File: config.mk
export PLATFORM = sky130hd
export DESIGN_NAME = scm_acc_mem
export DESIGN_NICKNAME = d
export VERILOG_FILES = /design/src/design/scm_acc_mem.sv
export SDC_FILE = /design/constraint.sdc
export NUM_CORES = 1
export LEC_CHECK = 0
export CORE_ASPECT_RATIO = 1.4
export CORE_MARGIN = 10
export CORE_UTILIZATION = 66
export CTS_BUF_LIST = sky130_fd_sc_hd__clkbuf_4 sky130_fd_sc_hd__clkbuf_8
export DETAILED_ROUTE_END_ITERATION = 8
export DONT_BUFFER_PORTS = 1
export PLACE_DENSITY_LB_ADDON = 0.12
export SYNTH_ARGS = -nofsm -noshare
export SYNTH_HDL_FRONTEND = slang
export SYNTH_SLANG_ARGS = --single-unit
File: constraint.sdc
create_clock -name clk -period 1.6 [get_ports clk]
set_clock_uncertainty 0.05 [all_clocks]
set_input_delay 0.32 -clock clk [delete_from_list [all_inputs] [get_ports clk]]
set_output_delay 0.32 -clock clk [all_outputs]
set_load 0.05 [all_outputs]
File: src/design/scm_acc_mem.sv
// ----------------------------------------------------------------------------
// scm_acc_mem
// Per-channel accumulator store: one synchronous write port, one read port
// with registered data. Entries never written read as zero.
// ----------------------------------------------------------------------------
`default_nettype none

module scm_acc_mem #(
    parameter int DEPTH = 8,
    parameter int AW    = 3,
    parameter int DW    = 162
) (
    input  wire logic          clk,
    input  wire logic          rst_n,
    input  wire logic          rd_en,
    input  wire logic [AW-1:0] rd_addr,
    output logic      [DW-1:0] rd_data,
    input  wire logic          wr_en,
    input  wire logic [AW-1:0] wr_addr,
    input  wire logic [DW-1:0] wr_data
);

    logic [DW-1:0]    mem [DEPTH];
    logic [DEPTH-1:0] valid_reg;
    logic [DW-1:0]    data_reg;
    logic             rd_valid_reg;

    // Storage array and read register
    always_ff @(posedge clk)
    begin
        if (wr_en)
            mem[wr_addr] <= wr_data;
        if (rd_en)
            data_reg <= mem[rd_addr];
    end

    // Written flags, cleared by reset
    always_ff @(posedge clk or negedge rst_n)
    begin
        if (!rst_n)
        begin
            valid_reg    <= '0;
            rd_valid_reg <= 1'b0;
        end
        else
        begin
            if (wr_en)
                valid_reg[wr_addr] <= 1'b1;
            if (rd_en)
                rd_valid_reg <= valid_reg[rd_addr];
        end
    end

    assign rd_data = rd_valid_reg ? data_reg : '0;

endmodule

`default_nettype wire

[Yosys cells after proc, flatten, opt, wreduce, memory -nomap -nowiden]
Memory sizes are Yosys's and may differ from the RTL's. A register that Yosys moved wholly into a read port is not among the register bits.
Index checks and enable logic that the tools add are counted.
Operators by class
  magnitude comparators: 3
  multiplexer cells: 7
  bitwise gates (word level): 1
  reductions and logical operators: 1
Operator list (count)
  162-bit two-way mux: 1
  3-bit by 4-bit less-than comparator with 1-bit output, second input constant: 2
  8-bit OR: 1
  1-bit two-way mux: 4
  1-bit binary-select mux with 3-bit select: 1
  1-bit demux with 3-bit select: 1
  3-bit by 1-bit >= comparator with 1-bit output, second input constant: 1
  1-bit logical AND: 1
Storage, ports and cells
  register bits after elaboration: 9
  memory bits (writable): 1296
  input bits: 172
  output and inout bits: 162
  word-level logic and storage cells: 15
  memories kept: 1
Memories
  mem: depth 8, bits a word 162, read ports 1, clocked after Yosys merged registers in 1, wr ports 1, line 23  | logic [DW-1:0] mem [DEPTH];

[Depth between registers and ports, before layout]
Gate-level depths: netlist of the first run.
  depth after elaboration: 5
  mapped depth: 6

[Least setup slack after synthesis of the first run]
Ideal clock, no wire load.
  path type: input to register
  from: in wr_addr[2]
  to: reg valid_reg[0]
  setup time: 0.136 ns
  data arrival time: 12.507 ns
  required time: 1.414 ns
  slack: -11.093 ns
  stages on the path: 2
  path through: nor3_1 > or2_2
Between the ends
  word-level cells in the longest chain between the ends: 5
  elaborated cells between the ends (all ways): 6
  those cells by class: 2 x order compare; 2 x mux; 1 x bitwise; 1 x reduce/logical
RTL lines
  start, declared: line 19  | input wire logic [AW-1:0] wr_addr,
  3-bit by 4-bit less-than comparator with 1-bit output (not written as such) / 3-bit by 1-bit >= comparator with 1-bit output (equally long branches): line 48  | valid_reg[wr_addr] <= 1'b1;
  1-bit logical AND (not written as such): line 48
  1-bit two-way mux (not written as such): line 48
  1-bit demux with 3-bit select (*): line 48
  8-bit OR (no line) (*)
  end signal, assigned: line 42  | valid_reg <= '0;
  end signal, assigned by index: line 48
  end, declared: line 24  | logic [DEPTH-1:0] valid_reg;
Mark *: on every way between the ends. The rest lies on a longest branch, timed or not.
A chain may end at the register's enable or synchronous reset.

[Final worst setup path of the first run]
  from: reg rd_valid_reg
  to: out rd_data[78]
Between the ends
  word-level cells in the longest chain between the ends: 1
RTL lines
  start, declared: line 26  | logic rd_valid_reg;
  start signal, assigned: line 50  | rd_valid_reg <= valid_reg[rd_addr];
  162-bit two-way mux: line 54  | assign rd_data = rd_valid_reg ? data_reg : '0;
  end, declared: line 17  | output logic [DW-1:0] rd_data,
No other way between the ends.

==> metrics.cfg, run 1 <==
[worst_setup_path]
regToRegStartpoint=mem[0][58]
critical_path_peak_fanout=9
crit_top_cell=buf_12
endpoint_kind=output port
cp-startpoint=rd_valid_reg
critical-path-slowest-cell=dfrtp_4
crit_path_cell_trace=buf_4, buf_12, and2_1, buf_12
worst_setup_path_start_kind=register
cp_slowest_stage_delay_ns=0.55
timing_worst_setup_path_type=register to output port
timing.critical_path.required_ns=1.23
timing.critical_path.arrival_ns=2.11

[floorplanning]
placementRows=126
dieArea_mm2=0.0971
boundaryPins=334
start_util_pct=66.5
fp.dieW_um=266
core_area_mm2=0.0842
die_height_um=365

[place]
dp_hpwl_mm=68.0
placed_cell_area_mm2=0.0617
placed_cells_incl_taps=3527
buffer_ports.inserted=0
gpl.final_weighted_congestion=0.765

[cts]
cts_sink_cnt=1467
hold_bufs_inserted_after_cts=168
cts_tree=done
clk_pin_slew_ns=0.06
tritoncts.num_buffers=201
clock_tree.root_cell=clkbuf_8
h-tree-depth=4
clkLatencyLatePin_ns=0.87
cts_buffer_depth=3

[power]
power.combinational.fraction_pct=10.4
design_power_total_w=0.0799
power.static_leakage_nw=23.0
clockPowerShare_pct=34.1
p_int_w=0.0621
total_power_per_unit_cell_area_mw_per_mm2=1180
peak_ir_drop_on_the_vdd_network_mv=0.980
p_switching_w=0.0177
power.share.sequential_pct=55.5
switching_share_pct=22.2

[drt]
initialDrtViolationCount=2263
wl_met3_mm=9.62
wl_met2_mm=64.0
vias_per_cell=6.32
detail-route-antenna-nets=0
vias=25800
route.detailed.wl_per_inst_um=29.9
wirelength_met1_mm=45.4
drtPass1Iterations=8
maxUsedRoutingLayer=met5
drc_errors=0
drt_wl_total_mm=122

[timing]
slew_headroom_pct=8.86
finalHoldViolCount=325
tightest_slew_ns=1.37
finalCriticalPeriod_ns=2.48
rsz0062_at_grt=true
finalSetupViolCount=164
final-max-slew-violation-count=0
post-route-worst-setup-slack_ns=-0.884
final.period_utilization_pct=155
fin_setup_tns_ns=-135.10
hold_slack_ns=-0.479
achievable-frequency_mhz=403

[grt]
grt.overflow.total=0
grt_start_max_net_pins=329
grt_pass1_vias=27300
grt_first_pass_wirelength_mm=178
number_of_antenna_violations_at_the_first_check_in_global_routing=22
globalRouteTotalUtil_pct=25.4

[synth]
muxShareOfSynthArea_pct=17.9
syn_inst=2252
ys_ff_latch=1467
yosys.area_share.xor_xnor_pct=0
synthesis.area_per_instance_um2=24.9
post_synth_instance_area_mm2=0.0560
synth_seq_area_share_pct=78.6
synth_area_in_compound_gates_pct=0
synth_top_family_by_area=multiplexers
synth.lib_cells_used.distinct=19
synth-simple-area-share_pct=2.00
synthAdderAreaFrac_pct=0
synth_nets=2424
ys_warn_count=0

[layout]
mostFrequentLayoutCells=edfxtp_1, buf_12, mux4_1
most_common_cell_after_layout_fill_and_taps_aside=edfxtp_1
net_count_final=2991
final_cell_count_no_fill=4087
syn_to_layout_area_delta_pct=21.0
drive_above_1_share_pct=33.6
largest_register_ffs=1296
final_cell_area_mm2=0.0677

[status]
run_status=finished with violations
violated_checks=negative hold slack, negative setup slack

[flow_run]
maxCapViolations=0

[hold_path]
min-delay-start=rd_en
worstHoldPathType=input port to register

==> cells by family (layout without fill, tap and decap cells) <==
| logic type | count (synthesis) | count (layout) |
|---|---|---|
| flip-flops | 1467 | 1467 |
| multiplexers | 492 | 492 |
| AND/OR/NAND/NOR | 183 | 183 |
| buffers and inverters | 110 | 836 |
| other | 0 | 21 |
==> path summary, 6_finish.rpt <==
kind / endpoint / slack (ns) / cells past startpoint
setup / recovery: rd_data[78] / -0.88 / 4
hold / removal: data_reg[17] / -0.48 / 0
min in group asynchronous: rd_valid_reg / 0.44 / 2
max in group asynchronous: rd_valid_reg / 0.59 / 2
setup reg to reg: data_reg[58] / -0.06 / 2
hold reg to reg: valid_reg[0] / 0.41 / 1
==> critical path: cells and delay by family, from the launching register on <==
family / cells / cell delay, ns
buffers and inverters: 3 / 0.51
AND/OR/NAND/NOR: 1 / 0.17
flip-flops: 1 / 0.55
==> per-layer routing <==
layer	vias up	global-route usage, %
met4	14	8.47
li1	10900	-
met3	211	6.19
met2	1239	43.0
met1	13500	32.4
met5	-	0
==> cells in the mapped netlist, drive strengths merged <==
cell / n / area share [%]
nand2: 2 / 0.013
and2: 162 / 1.8
nand2b: 3 / 0.034
dfrtp: 9 / 0.40
nor3: 2 / 0.018
mux2i: 5 / 0.089
or2: 8 / 0.089
mux4: 325 / 15
nor2: 6 / 0.040
mux2: 162 / 3.3
buf: 56 / 1.2
edfxtp: 1458 / 78
clkbuf: 53 / 0.36
inv: 1 / 0.0067
==> final cells by class <==
cell class | instances | area [µm²]
multi-input combinational | 675 | 11500
inverter | 1 | 3.75
sequential | 1467 | 44000
tap | 1088 | 1360
clock buffer | 270 | 3330
antenna | 21 | 52.6
fill | 3858 | 16400
clock inverter | 92 | 484
timing repair buffer | 473 | 6990
==> power by group through the flow <==
stage | Clock, W | Combinational, W | Sequential (W)
after floorplan | 0 | 0.00439 | 0.0449
after global placement | 0 | 0.00703 | 0.0450
after detailed placement | 0 | 0.00713 | 0.0451
after CTS | 0.0277 | 0.00826 | 0.0443
after global routing | 0.0295 | 0.00857 | 0.0444
final | 0.0273 | 0.00827 | 0.0443
==> repair_timing <==
item	4_1_cts	5_1_grt
gates cloned	4	2
endpoints found under the setup margin	162	162
gates resized for setup	121	5
hold endpoints to repair	2839	325
pin swaps	1	0
buffers inserted	4	0
==> metrics by stage <==
stage | util (%) | setup WS [ns]
2_1_floorplan | - | -3.29
3_3_place_gp | 73.3 | -0.0588
3_5_place_dp | 73.3 | -0.134
4_1_cts | 80.3 | -0.988
5_1_grt | 80.4 | -0.977
6_report | 80.5 | -0.884
(Power assumes the default switching activity.)
==> inputs of run 2 (changes only) <==
- CORE_UTILIZATION: 66 -> 63
- CTS_BUF_LIST: sky130_fd_sc_hd__clkbuf_4 sky130_fd_sc_hd__clkbuf_8 -> sky130_fd_sc_hd__clkbuf_16
- SKIP_CTS_REPAIR_TIMING: default -> 1
==> run 2 against run 1 <==
  * Combinational power increased by 1%
  * Worst setup slack improved by 0.13 ns
  * Sequential cell count unchanged
  * Critical endpoint is now rd_data[130]
  * Utilization decreased by 3.1 points
  * The run still ends with negative hold slack, negative setup slack left
  * Fmax up 5.6%
  * Total power is 4.5% higher
  * Critical path depth stayed put
==> metrics.cfg, run 2 (same netlist as run 1, synthesis figures left out) <==
[status]
run_status=finished with violations
violated_checks=negative hold slack, negative setup slack

[timing]
slew_headroom_pct=37.3
hold_slack_ns=-0.307
fin_setup_tns_ns=-125.58
finalCriticalPeriod_ns=2.35
finalSetupViolCount=454
tightest_slew_ns=0.941
final.period_utilization_pct=147
post-route-worst-setup-slack_ns=-0.754
achievable-frequency_mhz=425
final-max-slew-violation-count=0
finalHoldViolCount=131
rsz0062_at_grt=true

[grt]
number_of_antenna_violations_at_the_first_check_in_global_routing=22
grt.overflow.total=0
grt_pass1_vias=26000
grt_first_pass_wirelength_mm=172
globalRouteTotalUtil_pct=23.2
grt_start_max_net_pins=329

[cts]
tritoncts.num_buffers=134
h-tree-depth=4
cts_tree=done
clk_pin_slew_ns=0.07
cts_sink_cnt=1467
cts_buffer_depth=3
clock_tree.root_cell=clkbuf_16
clkLatencyLatePin_ns=0.74

[worst_setup_path]
cp-startpoint=rd_valid_reg
timing.critical_path.arrival_ns=1.98
worst_path_dominant_cell_family=flip-flops
regToRegStartpoint=mem[2][74]
endpoint_kind=output port
path_buf_inv=3
cp_slowest_stage_delay_ns=0.57
cp-endpoint=rd_data[130]
critical_path_peak_fanout=6
worst_setup_path_start_kind=register
critical-path-slowest-cell=dfrtp_4
timing_worst_setup_path_type=register to output port
r2r_setup_slack_ns=-0.06
crit_path_cell_trace=buf_12, clkbuf_16, and2_4, buf_12
critical_path_cell_count=4
timing.critical_path.required_ns=1.23
critical_path.reg2reg.endpoint=data_reg[74]
worst-r2r-cell-count=2
crit_top_cell=buf_12

[layout]
syn_to_layout_area_delta_pct=22.0
postLayoutCoreUtil_pct=77.4
mostFrequentLayoutCells=edfxtp_1, buf_12, mux4_1
most_common_cell_after_layout_fill_and_taps_aside=edfxtp_1
fillers=4427
drive_above_1_share_pct=31.9
final_cell_count_no_fill=4041
largest_register_ffs=1296
final_cell_area_mm2=0.0683
net_count_final=2916

[floorplanning]
start_util_pct=63.4
die_height_um=373
placementRows=129
fp.dieW_um=272
dieArea_mm2=0.101
boundaryPins=334
core_area_mm2=0.0883

[place]
gpl.final_weighted_congestion=0.748
placement_setup_slack_ns=-0.0635
placed_cells_incl_taps=3610
placed_cell_area_mm2=0.0618
dp_hpwl_mm=65.6
buffer_ports.inserted=0

[power]
peak_ir_drop_on_the_vdd_network_mv=1.11
total_power_per_unit_cell_area_mw_per_mm2=1220
power.static_leakage_nw=23.3

[drt]
route.detailed.wl_per_inst_um=29.9
initialDrtViolationCount=2370
detail-route-antenna-nets=0
vias_per_cell=6.25
drc_errors=0
drt_wl_total_mm=121
drtPass1Iterations=5
vias=25300

[hold_path]
worstHoldPathType=input port to register
worstHoldPathCells=0

[flow_run]
maxCapViolations=0

==> run 2: cell count changes in the layout (fill, tap and decap cells not counted), moves of 6 or more <==
cell and delta:
buf_12 +6, bufinv_16 +6, and2_2 -15, and2_4 +46, inv_6 +7, clkbuf_16 +139, clkbuf_4 -61, clkbuf_8 -209
diode_2 -10, and2_1 -31, buf_4 -14, inv_1 +31, clkinv_1 -35
==> run 2: per-stage QoR <==
step | hold WS (ns) | power [W]
after floorplan | -0.0256 | 0.0493
after global placement | -0.0237 | 0.0520
after detailed placement | -0.0235 | 0.0522
after CTS | -0.810 | 0.0827
after global routing | -0.350 | 0.0858
final | -0.307 | 0.0835
==> run 2: area by class of cell <==
class | count | area [µm²] | share of cell area, %
clock inverters | 105 | 782 | 1.14
flip-flops and latches | 1467 | 44000 | 64.4
clock buffers | 138 | 3450 | 5.05
well taps | 1179 | 1480 | 2.16
multi-input cells | 675 | 11600 | 17.0
diodes | 11 | 27.5 | 0.0403
repair buffers | 465 | 6970 | 10.2
inverters | 1 | 3.75 | 0.00549
==> run 2: how the worst min path moves through the flow <==
stage | startpoint | to | slack (ns)
after detailed placement | rst_n | valid_reg[4] | -0.02
after global placement | rst_n | valid_reg[5] | -0.02
after global routing | rd_en | data_reg[145] | -0.35
after CTS | rst_n | valid_reg[2] | -0.81
after floorplan | rst_n | rd_valid_reg | -0.03
final | rd_en | data_reg[145] | -0.31
==> run 2: power by group <==
part           total, W  internal [W]  switching [W]  leakage (nW)
Clock            0.0308        0.0172         0.0136          2.19
Sequential       0.0443        0.0439       0.000419          13.4
Combinational   0.00838       0.00434        0.00404          7.64
Total            0.0835        0.0654         0.0181          23.3
==> run 2: routing by layer <==
metal | part of all wire [%] | global-route usage, %
met1 | 38 | 28.4
met2 | 53 | 39.0
met3 | 7.3 | 7.90
met4 | 2.4 | 6.87
met5 | 0.13 | 0
==> run 2: worst register-to-register path: stages (launching register included) <==
cell and delay [ns]:
edfxtp_1 0.47, mux4_1 0.61, mux2_2 0.30
==> inputs of run 3 (changes only) <==
- CORE_MARGIN: 10 -> 4
- SLEW_MARGIN: default -> 10
==> run 3 against run 2 <==
  * The run ends with negative hold slack, max-slew violations, negative setup slack left
  * Critical path type is now input port to register
  * Clock-buffer cell count is the same
  * Via count hardly changed
  * Sequential power barely moved
  * Total power hardly changed
==> metrics.cfg, run 3 (same netlist as run 1, synthesis figures left out) <==
[layout]
postLayoutCoreUtil_pct=77.2
most_common_cell_after_layout_fill_and_taps_aside=edfxtp_1
fillers=4455
final_cell_count_no_fill=4027
net_count_final=2910
mostFrequentLayoutCells=edfxtp_1, buf_12, mux4_1
sequential_cell_area_mm2=0.0440
multi_input_comb_area_mm2=0.0115
syn_to_layout_area_delta_pct=21.7
largest_register_ffs=1296
final_cell_area_mm2=0.0681
drive_above_1_share_pct=30.0

[timing]
final-max-slew-violation-count=182
hold_slack_ns=-0.312
finalCriticalPeriod_ns=2.54
post-route-worst-setup-slack_ns=-0.941
achievable-frequency_mhz=393
finalSetupViolCount=440
slew_headroom_pct=-69.4
tightest_slew_ns=2.54
rsz0062_at_grt=true
finalHoldViolCount=129
final.period_utilization_pct=159
fin_setup_tns_ns=-166.97

[power]
clockPowerShare_pct=37.2
p_int_w=0.0659
peak_ir_drop_on_the_vdd_network_mv=1.10
power.combinational.fraction_pct=9.8
switching_share_pct=21.0
p_switching_w=0.0176
power.static_leakage_nw=23.0
power.share.sequential_pct=53.0
total_power_per_unit_cell_area_mw_per_mm2=1230

[grt]
grt.overflow.total=0
number_of_antenna_violations_at_the_first_check_in_global_routing=22
globalRouteTotalUtil_pct=25.6
grt_start_max_net_pins=329
grt_pass1_vias=26300
grt_first_pass_wirelength_mm=175

[cts]
clk_pin_slew_ns=0.06
cts_tree=done
h-tree-depth=4
cts_buffer_depth=3
clkLatencyLatePin_ns=0.72
cts_sink_cnt=1467
tritoncts.num_buffers=132
clock_tree.root_cell=clkbuf_16

[floorplanning]
die_height_um=361
fp.dieW_um=260
placementRows=129
boundaryPins=334
dieArea_mm2=0.0938
core_area_mm2=0.0883
start_util_pct=63.4

[worst_setup_path]
crit_path_cell_trace=mux4_2, mux2i_1
worst_path_dominant_cell_family=multiplexers
path_buf_inv=0
worst-r2r-cell-count=2
endpoint_kind=register
cp-endpoint=rd_valid_reg
r2r_setup_slack_ns=0.03
critical-path-slowest-cell=mux4_2
timing.critical_path.arrival_ns=3.11
cp_slowest_stage_delay_ns=1.40
critical_path.reg2reg.endpoint=data_reg[72]
timing_worst_setup_path_type=input port to register
regToRegStartpoint=mem[7][72]
worst_setup_path_start_kind=input port
timing.critical_path.required_ns=2.17
critical_path_peak_fanout=325
critical_path_cell_count=2
cp-startpoint=rd_addr[1]

[place]
placed_cells_incl_taps=3614
buffer_ports.inserted=0
dp_hpwl_mm=65.8
placed_cell_area_mm2=0.0619
gpl.final_weighted_congestion=0.752

[drt]
vias_per_cell=6.27
drtPass1Iterations=5
drt_wl_total_mm=119
route.detailed.wl_per_inst_um=29.5
detail-route-antenna-nets=0
drc_errors=0
vias=25200
initialDrtViolationCount=2261

[hold_path]
worstHoldPathType=input port to register
min-delay-start=rd_en
worstHoldPathCells=0

[status]
violated_checks=negative hold slack, max-slew violations, negative setup slack
run_status=finished with violations

[flow_run]
maxCapViolations=0

## run 3: cell types whose count changed in the layout (fill, tap and decap cells not counted), sizes merged
| cell | delta |
|---|---|
| diode | +15 |
| inv | -14 |
| buf | -1 |
| bufinv | +5 |
| clkinv | -12 |
| clkinvlp | -4 |
| clkbuf | -3 |
## run 3: worst min path at each step
stage                          to  slack [ns]
CTS                  valid_reg[0]       -0.80
detailed placement   valid_reg[0]       -0.02
global route        data_reg[150]       -0.36
floorplan            rd_valid_reg       -0.03
global placement     valid_reg[0]       -0.02
finish              data_reg[150]       -0.31
## run 3: routing by layer
metal / GRT usage, % / routed length, µm / vias up
met2: 43.7 / 62700 / 966
met4: 6.71 / 2570 / 6
met3: 7.07 / 7750 / 160
met1: 33.3 / 45800 / 13500
li1: - / - / 10700
met5: 0 / 34 / -
## run 3: metrics by stage
stage	power [W]	setup WS [ns]
2_1_floorplan	0.0493	-3.29
3_5_place_dp	0.0522	-0.0323
3_3_place_gp	0.0520	-0.0244
5_1_grt	0.0862	-0.789
4_1_cts	0.0831	-0.815
6_report	0.0835	-0.941
## run 3: power by group through the flow
stage | clock network, W | logic [W] | registers (W)
3_3_place_gp | 0 | 0.00706 | 0.0450
2_1_floorplan | 0 | 0.00439 | 0.0449
3_5_place_dp | 0 | 0.00713 | 0.0451
4_1_cts | 0.0316 | 0.00718 | 0.0443
5_1_grt | 0.0334 | 0.00843 | 0.0444
6_report | 0.0310 | 0.00818 | 0.0443
## run 3: worst reg2reg max path: stages, from the launching register on
cell and delay (ns):
edfxtp_1 0.43, mux4_1 0.56, mux2_2 0.29
## run 3: area by class of cell
| type | count | area share, % |
|---|---|---|
| inverter | 1 | 0.00551 |
| antenna | 26 | 0.0955 |
| tap | 1179 | 2.17 |
| multi-input combinational | 675 | 16.8 |
| clock inverter | 80 | 1.14 |
| timing repair buffer | 461 | 10.1 |
| sequential | 1467 | 64.6 |
| clock buffer | 138 | 5.07 |
